--- src/hdl/dqp_pkg.sv ---
// Shared types, constants and the label character check for the DNS question parser.
// Has no dependencies; each other file but dqp_checker refers to it by scoped names.
package dqp_pkg;

	localparam int unsigned POSITION_BITS_DEF = 16;
	localparam int unsigned OUT_BITS = 16;
	localparam logic [7:0] LABEL_LIMIT_RESET = 8'd63;
	localparam logic [OUT_BITS-1:0] QUESTION_TAIL = 16'd4;

	localparam logic [7:0] CH_STAR = 8'h2A;
	localparam logic [7:0] CH_HYPHEN = 8'h2D;
	localparam logic [7:0] CH_UNDERSCORE = 8'h5F;
	localparam logic [7:0] CH_DIGIT_LO = 8'h30;
	localparam logic [7:0] CH_DIGIT_HI = 8'h39;
	localparam logic [7:0] CH_UPPER_LO = 8'h41;
	localparam logic [7:0] CH_UPPER_HI = 8'h5A;
	localparam logic [7:0] CH_LOWER_LO = 8'h61;
	localparam logic [7:0] CH_LOWER_HI = 8'h7A;

	typedef enum logic [6:0] {
		PH_LEN      = 7'b0000001,
		PH_LABEL    = 7'b0000010,
		PH_TYPE_HI  = 7'b0000100,
		PH_TYPE_LO  = 7'b0001000,
		PH_CLASS_HI = 7'b0010000,
		PH_CLASS_LO = 7'b0100000,
		PH_SKIP     = 7'b1000000
	} phase_t;

	typedef struct packed {
		logic [7:0] data_byte;
		logic       last_byte;
	} item_t;

	typedef struct packed {
		logic                parse_error;
		logic [OUT_BITS-1:0] name_length;
		logic [OUT_BITS-1:0] query_type;
		logic [OUT_BITS-1:0] query_class;
		logic [OUT_BITS-1:0] consumed_length;
	} result_t;

	function automatic logic char_ok(input logic [7:0] c);
		char_ok = c inside {CH_STAR, CH_HYPHEN, CH_UNDERSCORE,
			[CH_DIGIT_LO:CH_DIGIT_HI], [CH_UPPER_LO:CH_UPPER_HI],
			[CH_LOWER_LO:CH_LOWER_HI]};
	endfunction

endpackage

--- src/hdl/dqp_in_stage.sv ---
// Input register of the DNS question parser: holds one byte transaction until the parser takes it.
// Depends on dqp_pkg for the item type.
module dqp_in_stage (
	input  logic          clk,
	input  logic          arst_n,
	input  logic          in_valid,
	output logic          in_stall,
	input  dqp_pkg::item_t in_item,
	input  logic          advance,
	output logic          valid_s1,
	output dqp_pkg::item_t item_s1
);

	assign in_stall = valid_s1 && !advance;

	always_ff @(posedge clk or negedge arst_n) begin
		if (!arst_n) begin
			valid_s1 <= 1'b0;
		end else if (!in_stall) begin
			valid_s1 <= in_valid;
		end
	end

	always_ff @(posedge clk) begin
		if (in_valid && !in_stall) begin
			item_s1 <= in_item;
		end
	end

endmodule

--- src/hdl/dqp_parse_core.sv ---
// Parse state machine of the DNS question parser: label checks, name length count and type/class capture.
// Depends on dqp_pkg for the phase encoding, item and result types and the character check.
module dqp_parse_core #(
	parameter int unsigned POSITION_BITS = dqp_pkg::POSITION_BITS_DEF
) (
	input  logic             clk,
	input  logic             arst_n,
	input  logic             cfg_write,
	input  logic [7:0]       cfg_data,
	input  logic             fire,
	input  dqp_pkg::item_t   item_s1,
	output logic             res_valid,
	output dqp_pkg::result_t res
);

	localparam longint unsigned PosMax = (64'd1 << POSITION_BITS) - 64'd1;
	localparam longint unsigned CapFull = (PosMax < 64'd65531) ? PosMax : 64'd65531;
	localparam logic [POSITION_BITS-1:0] NameCap = POSITION_BITS'(CapFull);

	dqp_pkg::phase_t            phase_q, phase_d;
	logic [7:0]                 rem_q, rem_d, rem_dec;
	logic [POSITION_BITS-1:0]   pos_q, pos_d, pos_inc;
	logic [15:0]                type_q, type_d;
	logic [7:0]                 class_hi_q, class_hi_d;
	logic [7:0]                 limit_q;
	logic                       err;
	logic                       rearm;
	logic                       at_cap;
	logic [7:0]                 b;
	logic                       last;
	logic [15:0]                name_len;

	assign b = item_s1.data_byte;
	assign last = item_s1.last_byte;
	assign at_cap = pos_q >= NameCap;
	assign pos_inc = pos_q + POSITION_BITS'(1);
	assign rem_dec = rem_q - 8'd1;
	assign name_len = 32'(pos_q) >> 0 == 0 ? 16'd0 : 16'(32'(pos_q));

	always_comb begin
		phase_d = phase_q;
		rem_d = rem_q;
		pos_d = pos_q;
		type_d = type_q;
		class_hi_d = class_hi_q;
		err = 1'b0;
		rearm = 1'b0;
		res_valid = 1'b0;
		res = '0;
		case (phase_q)
			dqp_pkg::PH_LEN: begin
				if (at_cap) begin
					err = 1'b1;
				end else begin
					pos_d = pos_inc;
					if (b == 8'd0) begin
						if (last) begin
							err = 1'b1;
						end else begin
							phase_d = dqp_pkg::PH_TYPE_HI;
						end
					end else if (b > limit_q || last) begin
						err = 1'b1;
					end else begin
						rem_d = b;
						phase_d = dqp_pkg::PH_LABEL;
					end
				end
			end
			dqp_pkg::PH_LABEL: begin
				if (at_cap || !dqp_pkg::char_ok(b) || last) begin
					err = 1'b1;
				end else begin
					pos_d = pos_inc;
					rem_d = rem_dec;
					if (rem_dec == 8'd0) begin
						phase_d = dqp_pkg::PH_LEN;
					end
				end
			end
			dqp_pkg::PH_TYPE_HI: begin
				if (last) begin
					err = 1'b1;
				end else begin
					type_d = {b, 8'd0};
					phase_d = dqp_pkg::PH_TYPE_LO;
				end
			end
			dqp_pkg::PH_TYPE_LO: begin
				if (last) begin
					err = 1'b1;
				end else begin
					type_d = {type_q[15:8], type_q[7:0] | b};
					phase_d = dqp_pkg::PH_CLASS_HI;
				end
			end
			dqp_pkg::PH_CLASS_HI: begin
				if (last) begin
					err = 1'b1;
				end else begin
					class_hi_d = b;
					phase_d = dqp_pkg::PH_CLASS_LO;
				end
			end
			dqp_pkg::PH_CLASS_LO: begin
				res_valid = 1'b1;
				res.parse_error = 1'b0;
				res.name_length = name_len;
				res.query_type = type_q;
				res.query_class = {class_hi_q, b};
				res.consumed_length = name_len + dqp_pkg::QUESTION_TAIL;
				if (last) begin
					rearm = 1'b1;
				end else begin
					phase_d = dqp_pkg::PH_SKIP;
				end
			end
			dqp_pkg::PH_SKIP: begin
				rearm = last;
			end
			default: begin
				rearm = 1'b1;
			end
		endcase
		if (err) begin
			res_valid = 1'b1;
			res = '0;
			res.parse_error = 1'b1;
			if (last) begin
				rearm = 1'b1;
			end else begin
				phase_d = dqp_pkg::PH_SKIP;
			end
		end
		if (rearm) begin
			phase_d = dqp_pkg::PH_LEN;
			rem_d = 8'd0;
			pos_d = '0;
			type_d = 16'd0;
			class_hi_d = 8'd0;
		end
	end

	always_ff @(posedge clk or negedge arst_n) begin
		if (!arst_n) begin
			phase_q <= dqp_pkg::PH_LEN;
			rem_q <= 8'd0;
			pos_q <= '0;
			type_q <= 16'd0;
			class_hi_q <= 8'd0;
		end else if (fire) begin
			phase_q <= phase_d;
			rem_q <= rem_d;
			pos_q <= pos_d;
			type_q <= type_d;
			class_hi_q <= class_hi_d;
		end
	end

	always_ff @(posedge clk or negedge arst_n) begin
		if (!arst_n) begin
			limit_q <= dqp_pkg::LABEL_LIMIT_RESET;
		end else if (cfg_write) begin
			limit_q <= cfg_data;
		end
	end

endmodule

--- src/hdl/dqp_out_stage.sv ---
// Result register of the DNS question parser: holds one result transaction until the consumer takes it.
// Depends on dqp_pkg for the result type.
module dqp_out_stage (
	input  logic             clk,
	input  logic             arst_n,
	input  logic             fire,
	input  logic             res_valid,
	input  dqp_pkg::result_t res,
	input  logic             out_stall,
	output logic             advance,
	output logic             out_valid,
	output dqp_pkg::result_t res_q
);

	assign advance = !out_valid || !out_stall;

	always_ff @(posedge clk or negedge arst_n) begin
		if (!arst_n) begin
			out_valid <= 1'b0;
		end else if (advance) begin
			out_valid <= fire && res_valid;
		end
	end

	always_ff @(posedge clk) begin
		if (fire && res_valid) begin
			res_q <= res;
		end
	end

endmodule

--- src/hdl/dns_question_parser_unit.sv ---
// Top level of the DNS question parser: input register, parse state machine and result register.
// Depends on dqp_pkg, dqp_in_stage, dqp_parse_core and dqp_out_stage.
//
// The parser takes one byte of a DNS question section per cycle while in_stall is low and gives at
// most one result per buffer, either the name length, query type, query class and consumed length,
// or an error flag. A byte is taken in every cycle in which the result register is empty or being
// emptied; the input register and then the result register lie between a byte and its result.
// in_stall rises only when a result waits in the output register under out_stall while a byte
// already sits in the input register. The label limit register is written through the cfg port,
// which is always ready; write it only while no buffer is in progress.
module dns_question_parser_unit #(
	parameter int unsigned POSITION_BITS = dqp_pkg::POSITION_BITS_DEF
) (
	input  logic        clk,
	input  logic        arst_n,
	input  logic        in_valid,
	output logic        in_stall,
	input  logic [7:0]  data_byte,
	input  logic        last_byte,
	output logic        out_valid,
	input  logic        out_stall,
	output logic        parse_error,
	output logic [15:0] name_length,
	output logic [15:0] query_type,
	output logic [15:0] query_class,
	output logic [15:0] consumed_length,
	input  logic        cfg_valid,
	output logic        cfg_ready,
	input  logic [7:0]  cfg_data
);

	dqp_pkg::item_t   in_item;
	dqp_pkg::item_t   item_s1;
	dqp_pkg::result_t res;
	dqp_pkg::result_t res_q;
	logic             valid_s1;
	logic             advance;
	logic             fire;
	logic             res_valid;

	assign cfg_ready = 1'b1;
	assign in_item.data_byte = data_byte;
	assign in_item.last_byte = last_byte;
	assign fire = valid_s1 && advance;

	dqp_in_stage u_in (
		.clk      (clk),
		.arst_n   (arst_n),
		.in_valid (in_valid),
		.in_stall (in_stall),
		.in_item  (in_item),
		.advance  (advance),
		.valid_s1 (valid_s1),
		.item_s1  (item_s1)
	);

	dqp_parse_core #(
		.POSITION_BITS (POSITION_BITS)
	) u_core (
		.clk       (clk),
		.arst_n    (arst_n),
		.cfg_write (cfg_valid && cfg_ready),
		.cfg_data  (cfg_data),
		.fire      (fire),
		.item_s1   (item_s1),
		.res_valid (res_valid),
		.res       (res)
	);

	dqp_out_stage u_out (
		.clk       (clk),
		.arst_n    (arst_n),
		.fire      (fire),
		.res_valid (res_valid),
		.res       (res),
		.out_stall (out_stall),
		.advance   (advance),
		.out_valid (out_valid),
		.res_q     (res_q)
	);

	assign parse_error = res_q.parse_error;
	assign name_length = res_q.name_length;
	assign query_type = res_q.query_type;
	assign query_class = res_q.query_class;
	assign consumed_length = res_q.consumed_length;

endmodule

--- config.mk ---
export PLATFORM = sky130hd
export DESIGN_NAME = dns_question_parser_unit
export DESIGN_NICKNAME = d
export VERILOG_FILES = /design/src/hdl/dqp_pkg.sv /design/src/hdl/dqp_in_stage.sv /design/src/hdl/dqp_parse_core.sv /design/src/hdl/dqp_out_stage.sv /design/src/hdl/dns_question_parser_unit.sv
export SDC_FILE = /design/constraint.sdc
export NUM_CORES = 1
export LEC_CHECK = 0
export ABC_AREA = 1
export BUFFER_PORTS_ARGS = -buffer_cell sky130_fd_sc_hd__buf_2
export CORE_ASPECT_RATIO = 1.5
export CORE_MARGIN = 1.5
export CORE_UTILIZATION = 50
export CTS_CLUSTER_DIAMETER = 120
export DETAILED_ROUTE_END_ITERATION = 7
export PLACE_DENSITY = 0.76
export REMOVE_ABC_BUFFERS = 1
export SYNTH_ARGS = -nofsm -noshare
export SYNTH_HDL_FRONTEND = slang
export SYNTH_SLANG_ARGS = --single-unit
--- constraint.sdc ---
create_clock -name clk -period 4 [get_ports clk]
set_input_delay 0.6 -clock clk [delete_from_list [all_inputs] [get_ports clk]]
set_output_delay 0.6 -clock clk [all_outputs]
set_load 0.05 [all_outputs]
==> impl_metrics.ini, run 1 <==
[global_routing]
track_usage_pct = 21.6
grt_overflow = 0
grt_pass1_vias = 4941
antenna_found_initial = 0
grt_first_pass_wirelength_um = 24300
grt_max_degree = 64

[synth]
synthesis.instances = 755
ys_seq_area_share_pct = 55.3
ys_seq_elements = 137
yosysWarningCount = 0
postSynthAreaPerCell_um2 = 9.10
yosys.cell_types.count = 48
synth.cell_area_um2 = 6870

[clocking]
post_cts_buffers = 0
ctsHoldBuffers = 0
clkSlewWorstSetupHoldPaths_ns = 0.06
clkLatencyLatePin_ns = 0.42
numCtsBuffers = 17
ctsHtreeMaxLevel = 4
cts_root_buf = clkbuf_16
ctsResizeCount = 0
clock_path_buffers = 2
cts_tree = yes
cts_sinks = 137

[final_layout]
diodes = 0
final_common_cell = nand2_1
syn_to_final_growth_pct = 16.2
drive_gt1_share_pct = 21.1
final_cell_mix = 150 x nand2_1, 112 x nor2_1, 91 x inv_1
fin_nets = 876
stdcell_count = 1014
fillers = 1197

[die]
placementRows = 52
ios = 90
die_x_um = 98.7
core-area_um2 = 13500
die_area_um2 = 14500
die_height_um = 147
initial_utilization_pct = 51.0

[setup_path]
critPathMaxFanout = 63
arrival_ns = 2.95
crit_type = register to register
critPathLaunchType = register
worst_ep_required_time_ns = 4.05
worstSetupEndpointType = register
reg2regPathDepth = 14

[power]
intPower_mw = 3.27
seqPwrFrac_pct = 35.7
power_frac_clock_pct = 28.1
sw_frac_of_total_pct = 41.8
net-switching-power_mw = 2.36
comb_power_share_pct = 36.2
power_leakage_nw = 3.41
ir_drop_mv = 0.261
p_per_area_nw_per_um2 = 705
power.total_mw = 5.63

[sta]
worst_pin_slew_ns = 0.860
fin_setup_tns_ns = 0
fin_ws_ns = 1.10
max_slew_margin_pct = 42.3
holdWs_ns = 0.270
skew_ns = 0.00783
finalHoldViolCount = 0
drv_slew = 0
fmax_mhz = 345
rsz0062_at_grt = no
finalSetupViolCount = 0
finalCritPeriodShare_pct = 72.4
min_period_ns = 2.90

[placed_design]
dp_hpwl_um = 10700
dp.cells = 982
portBuffers = 88
post-place-ws_ns = 1.12
gp_congestion = 0.945

[status]
violations = design-rule violations
status = finished with violations

[route]
via_per_inst = 5.20
wl_um = 15000
drcViolationCount = 9
antenna_left = 0
vias = 5272
drtIter0Drc = 388
wl_per_cell_um = 14.7
firstDrtPassIters = 7

[worst_hold_path]
hold_path_class = primary input to asynchronous set/reset pin

[run]
maxCapViolations = 0
## area by class of cell
| class | instances | area, µm² | share of cell area [%] |
|---|---|---|---|
| multi-input combinational | 490 | 2530 | 31.7 |
| clock buffer | 18 | 439 | 5.50 |
| clock inverter | 14 | 164 | 2.05 |
| sequential | 137 | 3800 | 47.6 |
| tap | 162 | 203 | 2.54 |
| inverter | 102 | 388 | 4.86 |
| timing repair buffer | 91 | 463 | 5.80 |
## metal layers
layer	vias to the layer above	track usage, %	wire [µm]
met5	-	0	0
met4	0	9.36	412
met3	35	4.21	529
met2	137	37.7	7920
met1	2494	25.8	6090
li1	2606	-	-
## sequential cells by signal (all words and copies together) (netlist names)
| register | count |
|---|---|
| u_core.class_hi_q | 8 |
| u_core.limit_q | 8 |
| u_core.phase_q | 7 |
| u_core.pos_q | 16 |
| u_core.rem_q | 8 |
| u_core.type_q | 16 |
| u_in.item_s1 | 9 |
| u_in.valid_s1 | 1 |
| u_out.out_valid | 1 |
| u_out.res_q | 63 |
## cell usage after synthesis (all sizes together)
master / count / area share (%)
a21boi: 8 / 0.87
a21o: 1 / 0.11
a21oi: 19 / 1.5
a31oi: 1 / 0.091
buf: 18 / 1.8
clkbuf: 8 / 0.44
clkinv: 2 / 0.18
conb: 1 / 0.055
dfrtp: 58 / 21
dfstp: 7 / 2.7
edfxtp: 72 / 31
ha: 15 / 2.7
inv: 100 / 5.5
mux2: 1 / 0.16
nand2: 162 / 9.7
nand3: 57 / 5.0
nand4: 9 / 0.91
nor2: 120 / 6.9
nor3: 6 / 0.44
nor3b: 2 / 0.29
nor4: 3 / 0.27
o21a: 1 / 0.11
o21ai: 62 / 5.0
o22ai: 1 / 0.091
o31ai: 1 / 0.11
or2: 3 / 0.31
xnor2: 1 / 0.13
xor2: 16 / 2.0
## logic make-up (layout without fill, tap and decap cells)
kind of cell	after synthesis	count (layout)	share of synthesized area (%)
simple gates	362	362	23.8
flops	137	137	55.3
buf+inv	128	225	7.89
compound gates	94	94	7.89
xor+xnor	17	17	2.17
fa+ha+maj	15	15	2.73
other cells	1	1	0.0546
mux	1	1	0.164
## through the flow
step	area [µm²]	utilization [%]
after floorplan	6710	-
after global placement	7380	54.8
after detailed placement	7380	54.8
after CTS	7980	59.3
after global routing	7980	59.3
final	7980	59.3
## power groups by stage
stage | sequential, mW | clock [mW] | combinational [mW]
after floorplan | 2.66 | 0 | 0.936
after global placement | 2.03 | 0 | 2.02
after detailed placement | 2.04 | 0 | 2.04
after CTS | 2.01 | 1.60 | 2.05
after global routing | 2.04 | 1.66 | 2.22
final | 2.01 | 1.58 | 2.04
## worst max-delay path, cell delays in order (launching register included)
cell	delay [ns]
edfxtp_1	0.54
ha_1	0.37
nand2_1	0.05
nand2_1	0.05
nand2_1	0.04
nand2_1	0.05
nand2_1	0.04
nand2_1	0.09
nand2_1	0.07
nand2_1	0.11
nand2_1	0.08
nand3_1	0.15
o21ai_0	0.15
inv_2	0.07
buf_4	0.60
## path summary, 6_finish.rpt
path	startpoint	endpoint	slack [ns]
worst max-delay path	u_in.item_s1[2]	u_out.res_q[33]	1.10
worst min-delay path	arst_n	u_core.type_q[12]	0.27
worst max register to register	u_in.item_s1[2]	u_out.res_q[33]	1.10
worst min register to register	u_core.rem_q[5]	u_core.rem_q[5]	0.49
max in group asynchronous	arst_n	u_core.limit_q[1]	2.79
min in group clk	data_byte[3]	u_in.item_s1[4]	0.35
Power figures use the tool's default switching activity.
==> inputs of run 2 (changes only) <==
==> constraint.sdc (replaced) <==
create_clock -name clk -period 2.8 [get_ports clk]
set_input_delay 0.42 -clock clk [delete_from_list [all_inputs] [get_ports clk]]
set_output_delay 0.42 -clock clk [all_outputs]
set_load 0.05 [all_outputs]
==> run 2 against run 1 <==
  * The run still ends with design-rule violations left
  * First-iteration DRC count is 1.0% higher
  * Clock skew grew 0.0036 ns
  * Maximum frequency increased by 15%
  * Total power increased by 44%
  * Clock power up 39%
  * Routed wire length rose by 2.4%
  * Clock-buffer cell count stayed put
  * Setup slack worse by 0.83 ns
  * Critical path type unchanged
  * Critical endpoint is now u_out.res_q[1]
==> impl_metrics.ini, run 2 (synthesis gave the netlist of run 1 again) <==
[status]
status = finished with violations
violations = design-rule violations

[final_layout]
regMostFlops = u_out.res_q
largest_reg_flops = 63
fin_util_pct = 59.9
diodes = 0
fin_nets = 888
syn_to_final_growth_pct = 17.5
top_regs = u_out.res_q: 63 flops, u_core.pos_q: 16 flops, u_core.type_q: 16 flops
final_cell_mix = 150 x nand2_1, 112 x nor2_1, 91 x inv_1
final_common_cell = nand2_1
drive_gt1_share_pct = 22.0

[power]
power.total_mw = 8.09
p_per_area_nw_per_um2 = 1000
ir_drop_mv = 0.534
power_leakage_nw = 3.47

[setup_path]
critPathMaxFanout = 63
worst_path_max_delay_cell = edfxtp_1
crit_buf_inv = 3
cp_cell_sequence = ha_1 -> nand2_1 -> inv_1 -> nand2_1 -> nand2_1 -> nand2_1 -> nand2_1 -> nand2_1 -> nand2_1 -> nand2_1 -> nand3_1 -> o21ai_0 -> inv_2 -> buf_12
reg2regPathDepth = 14
critPathMaxStageDelay_ns = 0.54
cpMostUsedCell = nand2_1
cp_num_cells = 14
critPathTopFamily = simple AND/OR/NAND/NOR gates
crit_type = register to register
worst_ep_required_time_ns = 2.89
critPathLaunchType = register
arrival_ns = 2.62
worstSetupEndpointType = register

[global_routing]
grt_first_pass_wirelength_um = 24700
grt_max_degree = 64
grt_pass1_vias = 5197
antenna_found_initial = 0
grt_overflow = 0
track_usage_pct = 21.8

[clocking]
cts_root_buf = clkbuf_16
ctsHtreeMaxLevel = 4
cts_tree = yes
ctsResizeCount = 0
clkSlewWorstSetupHoldPaths_ns = 0.06
cts_sinks = 137
clkLatencyLatePin_ns = 0.43
clock_path_buffers = 2
ctsHoldBuffers = 0
post_cts_buffers = 0
numCtsBuffers = 17

[die]
die_x_um = 98.7
die_height_um = 147
ios = 90
initial_utilization_pct = 51.0
placementRows = 52
core-area_um2 = 13500
die_area_um2 = 14500

[sta]
fin_ws_ns = 0.276
max_slew_margin_pct = 53.9
fmax_mhz = 396
holdWs_ns = 0.0379
skew_ns = 0.0114
finalHoldViolCount = 0
finalSetupViolCount = 0
rsz0062_at_grt = no
finalCritPeriodShare_pct = 90.1
drv_slew = 0
min_period_ns = 2.52
worst_pin_slew_ns = 0.691

[run]
maxCapViolations = 0

[placed_design]
post-place-ws_ns = 0.342
dp_hpwl_um = 10700
portBuffers = 88
gp_congestion = 0.988

[route]
antenna_left = 0
wl_um = 15300
drcViolationCount = 9
firstDrtPassIters = 8
vias = 5373
wl_per_cell_um = 14.9
drtIter0Drc = 392
via_per_inst = 5.24

[worst_hold_path]
hold_path_class = primary input to asynchronous set/reset pin
-- run 2: cell count changes in the layout (fill, tap and decap cells not counted), sizes merged --
cell and delta:
inv -1, clkinv +1, buf +12
-- run 2: path summary, 6_finish.rpt --
| path | from | end | slack [ns] |
|---|---|---|---|
| setup reg to reg | u_in.item_s1[4] | u_out.res_q[1] | 0.28 |
| setup / recovery | u_in.item_s1[4] | u_out.res_q[1] | 0.28 |
| min in group clk | data_byte[5] | u_in.item_s1[6] | 0.16 |
| max in group asynchronous | arst_n | u_core.phase_q[0] | 2.04 |
| hold reg to reg | u_core.type_q[10] | u_core.type_q[10] | 0.49 |
| hold / removal | arst_n | u_core.type_q[15] | 0.04 |
-- run 2: worst reg2reg max path: cells and delay by family, from the launching register on --
family	cells	cell delay, ns
AOI/OAI and AO/OA	1	0.12
adders and majority gates	1	0.38
buffers and inverters	3	0.45
DFF	1	0.54
and+or+nand+nor	9	0.67
-- run 2: stage by stage --
stage | instances | area (µm²) | TNS [ns]
after floorplan | 729 | 6710 | -24.61
after detailed placement | 994 | 7490 | 0
after CTS | 1026 | 8070 | 0
final | 1026 | 8070 | 0
after global placement | 994 | 7490 | 0
after global routing | 1026 | 8070 | 0
-- run 2: layout make-up --
class	count	area, µm²
Multi-Input combinational cell	490	2530
Timing Repair Buffer	103	578
Clock inverter	14	149
Fill cell	1150	5400
Sequential cell	137	3800
Clock buffer	18	429
Tap cell	162	203
Inverter	102	388
-- run 2: where the power goes --
part,switching (mW),total (mW),leakage [nW],internal (mW)
clock network,0.882,2.20,0.280,1.32
registers,0.185,2.86,1.55,2.67
logic,2.32,3.04,1.64,0.724
total,3.38,8.09,3.47,4.71
-- run 2: per-layer routing --
layer,wire (µm),vias up,global-route usage (%)
met5,0,-,0
met4,669,0,12.2
met3,739,58,3.97
met2,7910,195,38.6
met1,5990,2490,24.7
li1,-,2630,-
